### src/design/fdp_pkg.sv
`timescale 1ns / 1ps

package fdp_pkg;

  // Record byte values and offsets.
  localparam logic [7:0] ByteEnd     = 8'h00;
  localparam logic [7:0] ByteDeleted = 8'he5;
  localparam logic [7:0] ByteSpace   = 8'h20;
  localparam logic [7:0] ByteKanjiE5 = 8'h05;
  localparam logic [4:0] OfsExt      = 5'h08;
  localparam logic [4:0] OfsAttr     = 5'h0b;
  localparam logic [4:0] OfsCluster  = 5'h1a;
  localparam logic [4:0] OfsSize     = 5'h1c;
  localparam logic [4:0] LastPos     = 5'h1f;

  typedef struct packed {
    logic [63:0] entry_name;
    logic [23:0] entry_ext;
    logic [7:0]  attr_byte;
    logic [15:0] start_cluster;
    logic [31:0] size_bytes;
    logic        end_of_dir;
  } fdp_result_t;

  typedef struct packed {
    logic        valid;
    fdp_result_t data;
  } fdp_res_beat_t;

endpackage

### src/design/fdp_if.sv
`timescale 1ns / 1ps

interface fdp_in_if;
  logic       valid;
  logic       ready;
  logic [7:0] dir_byte;
  logic       start_of_dir;

  modport source (output valid, output dir_byte, output start_of_dir, input ready);
  modport sink   (input valid, input dir_byte, input start_of_dir, output ready);
endinterface

interface fdp_out_if;
  logic        valid;
  logic        ready;
  logic [63:0] entry_name;
  logic [23:0] entry_ext;
  logic [7:0]  attr_byte;
  logic [15:0] start_cluster;
  logic [31:0] size_bytes;
  logic        end_of_dir;

  modport source (output valid, output entry_name, output entry_ext, output attr_byte,
                  output start_cluster, output size_bytes, output end_of_dir,
                  input ready);
  modport sink   (input valid, input entry_name, input entry_ext, input attr_byte,
                  input start_cluster, input size_bytes, input end_of_dir,
                  output ready);
endinterface

### src/design/fdp_parse.sv
`timescale 1ns / 1ps

module fdp_parse (
  input  logic                  clk,
  input  logic                  rst_n,
  input  logic                  in_valid,
  output logic                  in_ready,
  input  logic [7:0]            in_byte,
  input  logic                  in_start,
  input  logic                  q_space,
  output fdp_pkg::fdp_res_beat_t res_o
);
  import fdp_pkg::*;

  // Input register stage.
  logic       stg_valid_r, stg_valid_nxt;
  logic [7:0] stg_byte_r;
  logic       stg_start_r;
  logic       adv;

  // Record state and field collectors.
  logic [4:0]      record_pos_r, record_pos_nxt;
  logic            dir_done_r, dir_done_nxt;
  logic            skip_r, skip_nxt;
  logic [7:0][7:0] name_r, name_nxt;
  logic [2:0][7:0] ext_r, ext_nxt;
  logic [7:0]      attr_r, attr_nxt;
  logic [1:0][7:0] cluster_r, cluster_nxt;
  logic [3:0][7:0] size_r, size_nxt;

  logic [4:0] pos;
  logic       done_eff;
  logic       skip_eff;
  logic [7:0] name_val;
  fdp_res_beat_t res_nxt;

  assign adv      = stg_valid_r && q_space;
  assign in_ready = !stg_valid_r || adv;

  always_comb begin
    stg_valid_nxt = stg_valid_r;
    if (in_valid && in_ready) begin
      stg_valid_nxt = 1'b1;
    end else if (adv) begin
      stg_valid_nxt = 1'b0;
    end
  end

  always_ff @(posedge clk) begin
    if (!rst_n) begin
      stg_valid_r <= 1'b0;
    end else begin
      stg_valid_r <= stg_valid_nxt;
    end
  end

  always_ff @(posedge clk) begin
    if (in_valid && in_ready) begin
      stg_byte_r  <= in_byte;
      stg_start_r <= in_start;
    end
  end

  // A start flag clears position, terminated mark and skip mark before the byte is used.
  assign pos      = stg_start_r ? '0 : record_pos_r;
  assign done_eff = stg_start_r ? 1'b0 : dir_done_r;

  always_comb begin
    name_val = (stg_byte_r == ByteSpace) ? 8'h00 : stg_byte_r;
    if (pos == '0 && stg_byte_r == ByteKanjiE5) begin
      name_val = ByteDeleted;
    end
  end

  always_comb begin
    record_pos_nxt = record_pos_r;
    dir_done_nxt   = done_eff;
    skip_nxt       = stg_start_r ? 1'b0 : skip_r;
    name_nxt       = name_r;
    ext_nxt        = ext_r;
    attr_nxt       = attr_r;
    cluster_nxt    = cluster_r;
    size_nxt       = size_r;
    res_nxt        = '0;
    skip_eff       = skip_nxt;

    if (stg_start_r) begin
      record_pos_nxt = '0;
    end

    if (!done_eff) begin
      record_pos_nxt = pos + 5'd1;
      if (pos == '0) begin
        skip_nxt = (stg_byte_r == ByteDeleted);
        skip_eff = skip_nxt;
      end
      if (pos == '0 && stg_byte_r == ByteEnd) begin
        dir_done_nxt              = 1'b1;
        record_pos_nxt            = '0;
        skip_nxt                  = skip_r && !stg_start_r;
        res_nxt.valid             = 1'b1;
        res_nxt.data.end_of_dir   = 1'b1;
      end else if (!skip_eff) begin
        // Every lane is written once per record, so no clear is needed at byte 0.
        if (pos < OfsExt) begin
          name_nxt[pos[2:0]] = name_val;
        end else if (pos < OfsAttr) begin
          ext_nxt[pos[1:0]] = stg_byte_r;
        end else if (pos == OfsAttr) begin
          attr_nxt = stg_byte_r;
        end else if (pos == OfsCluster || pos == OfsCluster + 5'd1) begin
          cluster_nxt[pos[0]] = stg_byte_r;
        end else if (pos >= OfsSize) begin
          size_nxt[pos[1:0]] = stg_byte_r;
        end
        if (pos == LastPos) begin
          res_nxt.valid              = 1'b1;
          res_nxt.data.entry_name    = name_nxt;
          res_nxt.data.entry_ext     = ext_nxt;
          res_nxt.data.attr_byte     = attr_nxt;
          res_nxt.data.start_cluster = cluster_nxt;
          res_nxt.data.size_bytes    = size_nxt;
          res_nxt.data.end_of_dir    = 1'b0;
        end
      end
    end
  end

  always_ff @(posedge clk) begin
    if (!rst_n) begin
      record_pos_r <= '0;
      dir_done_r   <= 1'b0;
      skip_r       <= 1'b0;
    end else if (adv) begin
      record_pos_r <= record_pos_nxt;
      dir_done_r   <= dir_done_nxt;
      skip_r       <= skip_nxt;
    end
  end

  always_ff @(posedge clk) begin
    if (adv) begin
      name_r    <= name_nxt;
      ext_r     <= ext_nxt;
      attr_r    <= attr_nxt;
      cluster_r <= cluster_nxt;
      size_r    <= size_nxt;
    end
  end

  always_comb begin
    res_o       = res_nxt;
    res_o.valid = res_nxt.valid && adv;
  end

`ifndef SYNTH
  a_done_pos_zero: assert property (@(posedge clk) disable iff (!rst_n)
    dir_done_r |-> record_pos_r == '0)
    else $error("position moved while directory is terminated");

  a_end_sets_done: assert property (@(posedge clk) disable iff (!rst_n)
    (res_o.valid && res_o.data.end_of_dir) |=> dir_done_r)
    else $error("terminator result without terminated mark");

  a_entry_at_last: assert property (@(posedge clk) disable iff (!rst_n)
    (res_o.valid && !res_o.data.end_of_dir) |-> (record_pos_r == LastPos && !stg_start_r))
    else $error("entry result away from the last record byte");
`endif

endmodule

### src/design/fdp_out_q.sv
`timescale 1ns / 1ps

module fdp_out_q (
  input  logic                  clk,
  input  logic                  rst_n,
  input  fdp_pkg::fdp_res_beat_t push_i,
  output logic                  space_o,
  output logic                  out_valid,
  input  logic                  out_ready,
  output fdp_pkg::fdp_result_t  out_data
);
  import fdp_pkg::*;

  fdp_result_t mem [2];
  logic       wr_ptr_r, wr_ptr_nxt;
  logic       rd_ptr_r, rd_ptr_nxt;
  logic [1:0] count_r, count_nxt;
  logic       push, pop;

  assign push      = push_i.valid;
  assign out_valid = count_r != 2'd0;
  assign pop       = out_valid && out_ready;
  // Space is taken from the count alone, so no path runs from out_ready to in_ready.
  assign space_o   = count_r != 2'd2;
  assign out_data  = mem[rd_ptr_r];

  always_comb begin
    wr_ptr_nxt = push ? !wr_ptr_r : wr_ptr_r;
    rd_ptr_nxt = pop ? !rd_ptr_r : rd_ptr_r;
    count_nxt  = count_r;
    if (push && !pop) begin
      count_nxt = count_r + 2'd1;
    end else if (pop && !push) begin
      count_nxt = count_r - 2'd1;
    end
  end

  always_ff @(posedge clk) begin
    if (!rst_n) begin
      wr_ptr_r <= 1'b0;
      rd_ptr_r <= 1'b0;
      count_r  <= 2'd0;
    end else begin
      wr_ptr_r <= wr_ptr_nxt;
      rd_ptr_r <= rd_ptr_nxt;
      count_r  <= count_nxt;
    end
  end

  always_ff @(posedge clk) begin
    if (push) begin
      mem[wr_ptr_r] <= push_i.data;
    end
  end

`ifndef SYNTH
  a_count_range: assert property (@(posedge clk) disable iff (!rst_n)
    count_r != 2'd3)
    else $error("result queue count out of range");

  a_no_overflow: assert property (@(posedge clk) disable iff (!rst_n)
    push |-> count_r != 2'd2)
    else $error("result pushed into a full queue");

  a_count_step: assert property (@(posedge clk) disable iff (!rst_n)
    (push && !pop) |=> count_r == $past(count_r) + 2'd1)
    else $error("queue count did not follow a push");
`endif

endmodule

### src/design/fat16_dir_record_parser_core.sv
`timescale 1ns / 1ps

// Channel   Dir  Beat contents
// in_ch     in   dir_byte, start_of_dir (one directory byte)
// out_ch    out  entry_name, entry_ext, attr_byte, start_cluster, size_bytes, end_of_dir
//
// One byte is taken every cycle while the result queue has room; a byte passes an input
// register, the record logic and a two-deep result queue before it shows on out_ch.
// The record position counter steps once per accepted byte until the terminator.
// Reset (rst_n low, synchronous) clears the position, terminated and skip marks
// and empties the queue. A stalled out_ch fills the queue, and in_ch then
// holds ready low until a slot frees up.
module fat16_dir_record_parser_core (
  input  logic clk,
  input  logic rst_n,
  fdp_in_if.sink    in_ch,
  fdp_out_if.source out_ch
);
  import fdp_pkg::*;

  fdp_res_beat_t res_beat;
  fdp_result_t   q_data;
  logic          q_space;

  // Record parser: input register, position counter and field collectors.
  fdp_parse u_parse (
    .clk      (clk),
    .rst_n    (rst_n),
    .in_valid (in_ch.valid),
    .in_ready (in_ch.ready),
    .in_byte  (in_ch.dir_byte),
    .in_start (in_ch.start_of_dir),
    .q_space  (q_space),
    .res_o    (res_beat)
  );

  // Result queue decouples the output handshake from the parser.
  fdp_out_q u_out_q (
    .clk       (clk),
    .rst_n     (rst_n),
    .push_i    (res_beat),
    .space_o   (q_space),
    .out_valid (out_ch.valid),
    .out_ready (out_ch.ready),
    .out_data  (q_data)
  );

  assign out_ch.entry_name    = q_data.entry_name;
  assign out_ch.entry_ext     = q_data.entry_ext;
  assign out_ch.attr_byte     = q_data.attr_byte;
  assign out_ch.start_cluster = q_data.start_cluster;
  assign out_ch.size_bytes    = q_data.size_bytes;
  assign out_ch.end_of_dir    = q_data.end_of_dir;

endmodule

### src/flat_wrapper.sv
// flat-port wrapper written by rule: the top's interface ports become plain ports
module fat16_dir_record_parser_core_flat import fdp_pkg::*;
  (clk, rst_n, in_ch_valid, in_ch_dir_byte, in_ch_start_of_dir, in_ch_ready, out_ch_valid, out_ch_entry_name, out_ch_entry_ext, out_ch_attr_byte, out_ch_start_cluster, out_ch_size_bytes, out_ch_end_of_dir, out_ch_ready);
  fdp_in_if in_ch_i ();
  fdp_out_if out_ch_i ();
  input  logic clk;
  input  logic rst_n;
  input wire logic [$bits(in_ch_i.valid)-1:0] in_ch_valid;
  input wire logic [$bits(in_ch_i.dir_byte)-1:0] in_ch_dir_byte;
  input wire logic [$bits(in_ch_i.start_of_dir)-1:0] in_ch_start_of_dir;
  output wire logic [$bits(in_ch_i.ready)-1:0] in_ch_ready;
  output wire logic [$bits(out_ch_i.valid)-1:0] out_ch_valid;
  output wire logic [$bits(out_ch_i.entry_name)-1:0] out_ch_entry_name;
  output wire logic [$bits(out_ch_i.entry_ext)-1:0] out_ch_entry_ext;
  output wire logic [$bits(out_ch_i.attr_byte)-1:0] out_ch_attr_byte;
  output wire logic [$bits(out_ch_i.start_cluster)-1:0] out_ch_start_cluster;
  output wire logic [$bits(out_ch_i.size_bytes)-1:0] out_ch_size_bytes;
  output wire logic [$bits(out_ch_i.end_of_dir)-1:0] out_ch_end_of_dir;
  input wire logic [$bits(out_ch_i.ready)-1:0] out_ch_ready;
  assign in_ch_i.valid = in_ch_valid;
  assign in_ch_i.dir_byte = in_ch_dir_byte;
  assign in_ch_i.start_of_dir = in_ch_start_of_dir;
  assign in_ch_ready = in_ch_i.ready;
  assign out_ch_valid = out_ch_i.valid;
  assign out_ch_entry_name = out_ch_i.entry_name;
  assign out_ch_entry_ext = out_ch_i.entry_ext;
  assign out_ch_attr_byte = out_ch_i.attr_byte;
  assign out_ch_start_cluster = out_ch_i.start_cluster;
  assign out_ch_size_bytes = out_ch_i.size_bytes;
  assign out_ch_end_of_dir = out_ch_i.end_of_dir;
  assign out_ch_i.ready = out_ch_ready;
  fat16_dir_record_parser_core u_core (.clk(clk), .rst_n(rst_n), .in_ch(in_ch_i), .out_ch(out_ch_i));
endmodule
### config.mk
export PLATFORM = sky130hd
export DESIGN_NAME = fat16_dir_record_parser_core_flat
export DESIGN_NICKNAME = d
export VERILOG_FILES = /design/src/design/fdp_pkg.sv /design/src/design/fdp_if.sv /design/src/design/fdp_parse.sv /design/src/design/fdp_out_q.sv /design/src/design/fat16_dir_record_parser_core.sv /design/src/flat_wrapper.sv
export SDC_FILE = /design/constraint.sdc
export NUM_CORES = 1
export LEC_CHECK = 0
export BUFFER_PORTS_ARGS = -buffer_cell sky130_fd_sc_hd__buf_2
export CAP_MARGIN = 0
export CORE_MARGIN = 5
export CORE_UTILIZATION = 55
export DETAILED_ROUTE_END_ITERATION = 8
export GPL_TIMING_DRIVEN = 1
export PLACE_DENSITY_LB_ADDON = 0.08
export RECOVER_POWER = 100
export SYNTH_ARGS = -nofsm -noshare
export SYNTH_HDL_FRONTEND = slang
export SYNTH_SLANG_ARGS = --single-unit
export TNS_END_PERCENT = 20
### constraint.sdc
create_clock -name clk -period 10.78 [get_ports clk]
set_input_delay 0.539 -clock clk [delete_from_list [all_inputs] [get_ports clk]]
set_output_delay 0.539 -clock clk [all_outputs]
set_load 0.02 [all_outputs]
==> run_results.csv, run 1 <==
group,metric,value,unit
run_status,outcome,"complete, but fails checks",
run_status,violations,"capacitance limit, slew limit",
sta,slew-limit-headroom,-210,%
sta,holdWs,0.193,ns
clock_tree,post-cts-setup-buffers,0,
clock_tree,ctsRootBufferMaster,"clkbuf_16",
worst_setup_path,ff2ff_setup_slack,3.88,ns
floorplanning,initial_core_util,55.7,%
drt,finalWirelength,37400,µm
placed_design,placed_area,19900,µm²
sta,tightestPinTransition,4.65,ns
run,cap_violations,4,
worst_hold_path,min_path_cells,1,
sta,rsz0062_at_grt,"false",
sta,setup_violations,0,
sta,fmax,145,MHz
drt,firstDrtPassIters,5,
synth,synth.top_cell.area_share,71.0,%
sta,setup_slack,3.88,ns
synth,synth_area_leaders,"edfxtp_1 71%, mux2_2 16%, nor2b_1 4.5%",
synth,synth_cell_type_count,47,
grt,grt_pass1_vias,9770,
worst_setup_path,rr_endpoint,"u_core.u_parse.size_r[24]",
worst_setup_path,worst-path-max-fanout,77,
worst_setup_path,timing.rr.start,"u_core.u_parse.stg_byte_r[3]",
synth,synth_common_cells,"443 x edfxtp_1, 268 x mux2_2, 134 x nor2b_1, 54 x nand2_1, 35 x clkbuf_1",
worst_setup_path,r2r_cells,5,
clock_tree,numCtsBuffers,46,
finish,antenna_cells,0,
finish,fillers,2574,
sta,fin_crit,6.90,ns
synth,yosysMostFrequentCell,"edfxtp_1",
synth,synth_cells,1102,
sta,final.setup.tns,0,ns
worst_setup_path,crit_required,10.93,ns
synth,ys_seq_elements,456,
drt,vias,9701,
drt,drt.antenna.violating_nets,0,
finish,area_delta_synth_final,13.1,%
clock_tree,cts_buffer_depth,3,
floorplanning,die_w,195,µm
finish,fin_area,21200,µm²
worst_hold_path,min_to,"u_core.u_parse.stg_byte_r[3]",
drt,routedWlPerCell,21.4,µm
synth,yosys_warnings,0,
floorplanning,core_area,33600,µm²
synth,synth_edf_count,443,
worst_setup_path,critPathKind,"reg2reg",
grt,antenna_found_initial,0,
floorplanning,fp-row-count,67,
sta,drv_slew,214,
floorplanning,fp.dieH,195,µm
sta,finalHoldViolCount,0,
synth,avgSynthCellArea,17.0,µm²
power,finalPower,3.61,mW
clock_tree,postCtsHoldBufs,0,
drt,drt-vias-per-instance,5.56,
worst_setup_path,start_kind,"flip-flop",
placed_design,dp_hpwl,21700,µm
synth,ys_seq_area_share,72.4,%
finish,final_layout_size_suffix_gt1_share,21.9,%
power,leakagePower,6.08,nW
clock_tree,cts_sinks,456,
worst_setup_path,worst_ep_arrival_time,7.05,ns
clock_tree,cts-resized-gates,0,
floorplanning,die_area,37900,µm²
drt,drc,0,
sta,finalCritPeriodShare,64.0,%
grt,grt_max_degree,86,
grt,grt.total_usage,19.2,%
clock_tree,path_clk_slew,0.06,ns
clock_tree,htree_num_levels,2,
power,power_density,170,nW/µm²
placed_design,gp_congestion,0.846,
synth,synth.largest_area_cell,"edfxtp_1",
synth,syn_area,18700,µm²
grt,overflow,0,
worst_setup_path,cp-end-kind,"flip-flop",
worst_hold_path,hp-start,"in_ch_dir_byte[3]",
grt,grt_pass1_wl,57600,µm
clock_tree,cts_tree,"built",
floorplanning,ioPinCount,160,
sta,fin_skew,0.0135,ns
placed_design,io_buffers,159,
synth,synthFlopType,"edfxtp_1",
synth,synthArstFlopShare,0,%
finish,fin_nets,1280,
drt,drt_iter0_drc,627,
clock_tree,clock_latency,0.54,ns
worst_hold_path,hold_path_class,"in2reg",
placed_design,pre_cts_ws,5.87,ns
power,ir_worst_vdd,0.131,mV
synth,synth_nets,1119,
## cells in the final DEF, fill, tap and decap left out, types with 7 or more instances in the layout
master / n
a21oi_1: 28
buf_2: 52
buf_4: 8
clkbuf_1: 115
clkbuf_16: 49
clkinv_1: 13
clkinv_2: 8
dfxtp_1: 13
edfxtp_1: 443
mux2_1: 110
mux2_2: 158
nand2_1: 54
nand2b_1: 16
nand3_1: 7
nor2_1: 15
nor2b_1: 133
o21ai_0: 7
## report_power, final
group | internal, mW | switching (mW) | total, mW | leakage [nW]
Clock | 0.894 | 0.635 | 1.53 | 0.706
Sequential | 1.96 | 0.0241 | 1.98 | 3.63
Combinational | 0.0397 | 0.0573 | 0.0970 | 1.74
Total | 2.89 | 0.716 | 3.61 | 6.08
## layer usage
| layer | part of all wire (%) | vias up | global-route usage (%) | routed length [µm] |
|---|---|---|---|---|
| met5 | 0 | - | 0 | 0 |
| li1 | - | 4476 | - | - |
| met1 | 46 | 4935 | 28.1 | 17000 |
| met4 | 1.8 | 0 | 4.30 | 675 |
| met2 | 48 | 230 | 31.1 | 18000 |
| met3 | 4.5 | 60 | 3.01 | 1690 |
## cell type report
cell class / count / area, µm² / area share (%)
repair buffers: 167 / 722 / 3.41
well taps: 448 / 561 / 2.65
clock buffers: 57 / 1260 / 5.93
clock inverters: 25 / 190 / 0.897
multi-input cells: 586 / 4880 / 23.0
flip-flops and latches: 456 / 13600 / 64.0
inverters: 6 / 22.5 / 0.106
## registers in the layout, indices dropped and copies added (netlist names), named ones only
name                         cells
u_core.u_out_q.mem             290
u_core.u_parse.name_r           64
u_core.u_parse.size_r           32
u_core.u_parse.ext_r            24
u_core.u_parse.cluster_r        16
u_core.u_parse.attr_r            8
u_core.u_parse.stg_byte_r        8
u_core.u_parse.record_pos_r      5
u_core.u_out_q.count_r           2
u_core.u_out_q.rd_ptr_r          1
u_core.u_out_q.wr_ptr_r          1
u_core.u_parse.dir_done_r        1
u_core.u_parse.skip_r            1
u_core.u_parse.stg_start_r       1
u_core.u_parse.stg_valid_r       1
## cell families (layout without fill, tap and decap cells)
logic type	Yosys count	in the layout	synth area share (%)
compound gates	53	53	1.77
mux	269	269	16.2
simple gates	257	257	7.83
fa+ha+maj	4	4	0.267
xor+xnor	3	3	0.140
buf+inv	60	255	1.42
flops	456	456	72.4
## critical path, stage by stage (launching register included)
cell and delay (ns):
edfxtp_1 1.04, or4_1 0.24, nor3_1 0.11, a21oi_1 0.43, and2_0 3.38, buf_4 1.19
## metrics by stage
stage	cells	util, %
6_report	1745	63.0
3_3_place_gp	1663	59.3
4_1_cts	1745	63.6
3_5_place_dp	1663	59.3
2_1_floorplan	1102	-
5_1_grt	1745	63.0
## worst max path at each step
stage	cells past startpoint	slack [ns]	start	to
CTS	7	5.86	u_core.u_parse.stg_byte_r[3]	u_core.u_out_q.mem[0][76]
floorplan	5	2.10	u_core.u_parse.stg_byte_r[1]	u_core.u_out_q.mem[0][0]
global placement	7	5.98	u_core.u_parse.stg_byte_r[3]	u_core.u_out_q.mem[0][51]
detailed placement	7	5.87	u_core.u_parse.stg_byte_r[3]	u_core.u_out_q.mem[0][51]
global route	5	3.27	u_core.u_parse.stg_byte_r[3]	u_core.u_parse.ext_r[15]
finish	5	3.88	u_core.u_parse.stg_byte_r[3]	u_core.u_parse.size_r[24]
Note: power is estimated with default switching activity, not from simulation.
==> inputs of run 2 (changes only) <==
--- a/config.mk
+++ b/config.mk
@@ -8,7 +8,7 @@
 export BUFFER_PORTS_ARGS = -buffer_cell sky130_fd_sc_hd__buf_2
 export CAP_MARGIN = 0
 export CORE_MARGIN = 5
-export CORE_UTILIZATION = 55
+export CORE_UTILIZATION = 54
 export DETAILED_ROUTE_END_ITERATION = 8
 export GPL_TIMING_DRIVEN = 1
 export PLACE_DENSITY_LB_ADDON = 0.08
==> constraint.sdc (replaced) <==
create_clock -name clk -period 5.9 [get_ports clk]
set_input_delay 0.295 -clock clk [delete_from_list [all_inputs] [get_ports clk]]
set_output_delay 0.295 -clock clk [all_outputs]
set_load 0.02 [all_outputs]
==> run_results.csv, run 2 (same netlist as run 1, synthesis figures left out) <==
group,metric,value,unit
run_status,outcome,"complete, but fails checks",
run_status,violations,"capacitance limit, slew limit",
sta,rsz0062_at_grt,"false",
grt,antenna_found_initial,1,
sta,fin_skew,0.0131,ns
worst_setup_path,worst-path-max-fanout,42,
finish,stdcell_count,1768,
finish,fillers,2636,
placed_design,io_buffers,159,
drt,finalWirelength,38400,µm
finish,final_layout_size_suffix_gt1_share,21.5,%
power,power_density,307,nW/µm²
drt,wl_met3,1580,µm
finish,fin_nets,1293,
sta,slew-limit-headroom,-53.0,%
drt,maxUsedRoutingLayer,"met4",
drt,drt_iter0_drc,608,
drt,dr_wl_met2,18700,µm
power,seqPwrFrac,55.1,%
clock_tree,ctsRootBufferMaster,"clkbuf_16",
worst_setup_path,cp_slowest_stage_delay,0.98,ns
sta,final.setup.tns,0,ns
floorplanning,fp.dieH,196,µm
clock_tree,cts_buffer_depth,3,
worst_setup_path,start_kind,"flip-flop",
placed_design,gp_congestion,0.842,
worst_setup_path,critPathKind,"reg2reg",
floorplanning,die_w,196,µm
floorplanning,core_area,34400,µm²
sta,tightestPinTransition,2.29,ns
grt,grt_max_degree,103,
finish,antenna_cells,0,
worst_setup_path,critical-path-slowest-cell,"clkbuf_2",
drt,routedWlPerCell,21.7,µm
power,p_clk_share,41.9,%
drt,firstDrtPassIters,5,
finish,max_flop_register,"u_core.u_out_q.mem",
floorplanning,fp-row-count,68,
sta,fin_crit,4.46,ns
sta,finalHoldViolCount,0,
worst_setup_path,crit_required,6.04,ns
floorplanning,ioPinCount,160,
drt,vias,9755,
power,ir_worst_vdd,0.262,mV
grt,grt_pass1_wl,59200,µm
floorplanning,die_area,38500,µm²
drt,drt.antenna.violating_nets,0,
clock_tree,numCtsBuffers,46,
worst_setup_path,cp-end-kind,"flip-flop",
power,p_sw_share,19.9,%
worst_hold_path,hold_path_class,"in2reg",
finish,layout_common_cells,"443 x edfxtp_1, 151 x mux2_2, 134 x nor2b_1",
grt,grt_pass1_vias,10100,
placed_design,dp_hpwl,22400,µm
grt,overflow,0,
floorplanning,initial_core_util,54.5,%
finish,reg_top3,"u_core.u_out_q.mem (290), u_core.u_parse.name_r (64), u_core.u_parse.size_r (32)",
sta,fmax,224,MHz
clock_tree,cts_tree,"built",
finish,area_delta_synth_final,13.9,%
clock_tree,htree_num_levels,2,
worst_setup_path,worst_ep_arrival_time,4.61,ns
finish,layout_commonest_cell,"edfxtp_1",
drt,drt-vias-per-instance,5.52,
power,p_int,5.25,mW
grt,grt.total_usage,19.7,%
sta,finalCritPeriodShare,75.7,%
clock_tree,clock_latency,0.54,ns
power,combPwrFrac,3.0,%
drt,drc,0,
sta,drv_slew,44,
drt,drt-met1-wl,17300,µm
sta,holdWs,0.0210,ns
placed_design,dp_cells,1674,
clock_tree,path_clk_slew,0.06,ns
worst_setup_path,crit_family,"simple AND/OR/NAND/NOR gates",
sta,setup_violations,0,
power,leakagePower,6.00,nW
clock_tree,cts_sinks,456,
power,p_sw,1.30,mW
worst_setup_path,critPathBufInv,1,
finish,largest_register_ffs,290,
worst_setup_path,cp_cell_sequence,"or4_1, nor3_1, nand2_1, a21oi_1, and2_4, clkbuf_2",
run,cap_violations,1,
==> run 2: what timing repair did <==
action,4_1_cts,5_1_grt
resized for setup,0,0
endpoints found under the hold margin,9,0
buffers inserted,0,0
hold buffers,9,0
==> run 2: final timing paths <==
path	slack [ns]	cells past startpoint	from	to
min reg2reg	0.49	2	u_core.u_out_q.wr_ptr_r	u_core.u_out_q.wr_ptr_r
min	0.02	3	in_ch_valid	u_core.u_parse.stg_valid_r
max	1.44	6	u_core.u_parse.stg_byte_r[0]	u_core.u_out_q.mem[1][109]
max reg2reg	1.44	6	u_core.u_parse.stg_byte_r[0]	u_core.u_out_q.mem[1][109]
==> run 2: layer usage <==
layer  vias to the layer above  global-route usage (%)
met5                         -                       0
li1                       4509                       -
met2                       209                    32.7
met4                         0                    4.81
met3                        53                    2.94
met1                      4984                    27.8
==> run 2: layout make-up <==
class | count | area (µm²) | share of cell area (%)
inverter | 6 | 22.5 | 0.106
clock inverter | 27 | 166 | 0.780
timing repair buffer | 180 | 873 | 4.09
multi-input combinational | 586 | 4890 | 22.9
clock buffer | 58 | 1260 | 5.90
tap | 455 | 569 | 2.67
sequential | 456 | 13600 | 63.6
==> run 2: worst min-delay path, stage by stage <==
cell and delay, ns:
buf_2 0.10, a21oi_1 0.04, nor2_1 0.07
==> run 2: through the flow <==
step                      worst slack (ns)  instance area (µm²)  total power, mW  util [%]
after CTS                             1.92                21500             6.62      62.6
after global placement                2.02                20000             3.88      58.2
after global routing                  1.02                21300             6.77      62.1
final                                 1.44                21300             6.55      62.1
after detailed placement              1.94                20000             3.88      58.2
after floorplan                     0.0205                18700             3.81         -
==> run 2: power groups by stage <==
stage | Clock [mW] | Combinational (mW) | Sequential [mW]
6_report | 2.74 | 0.194 | 3.61
5_1_grt | 2.94 | 0.211 | 3.61
4_1_cts | 2.80 | 0.205 | 3.61
3_3_place_gp | 0 | 0.198 | 3.68
3_5_place_dp | 0 | 0.200 | 3.68
2_1_floorplan | 0 | 0.153 | 3.66
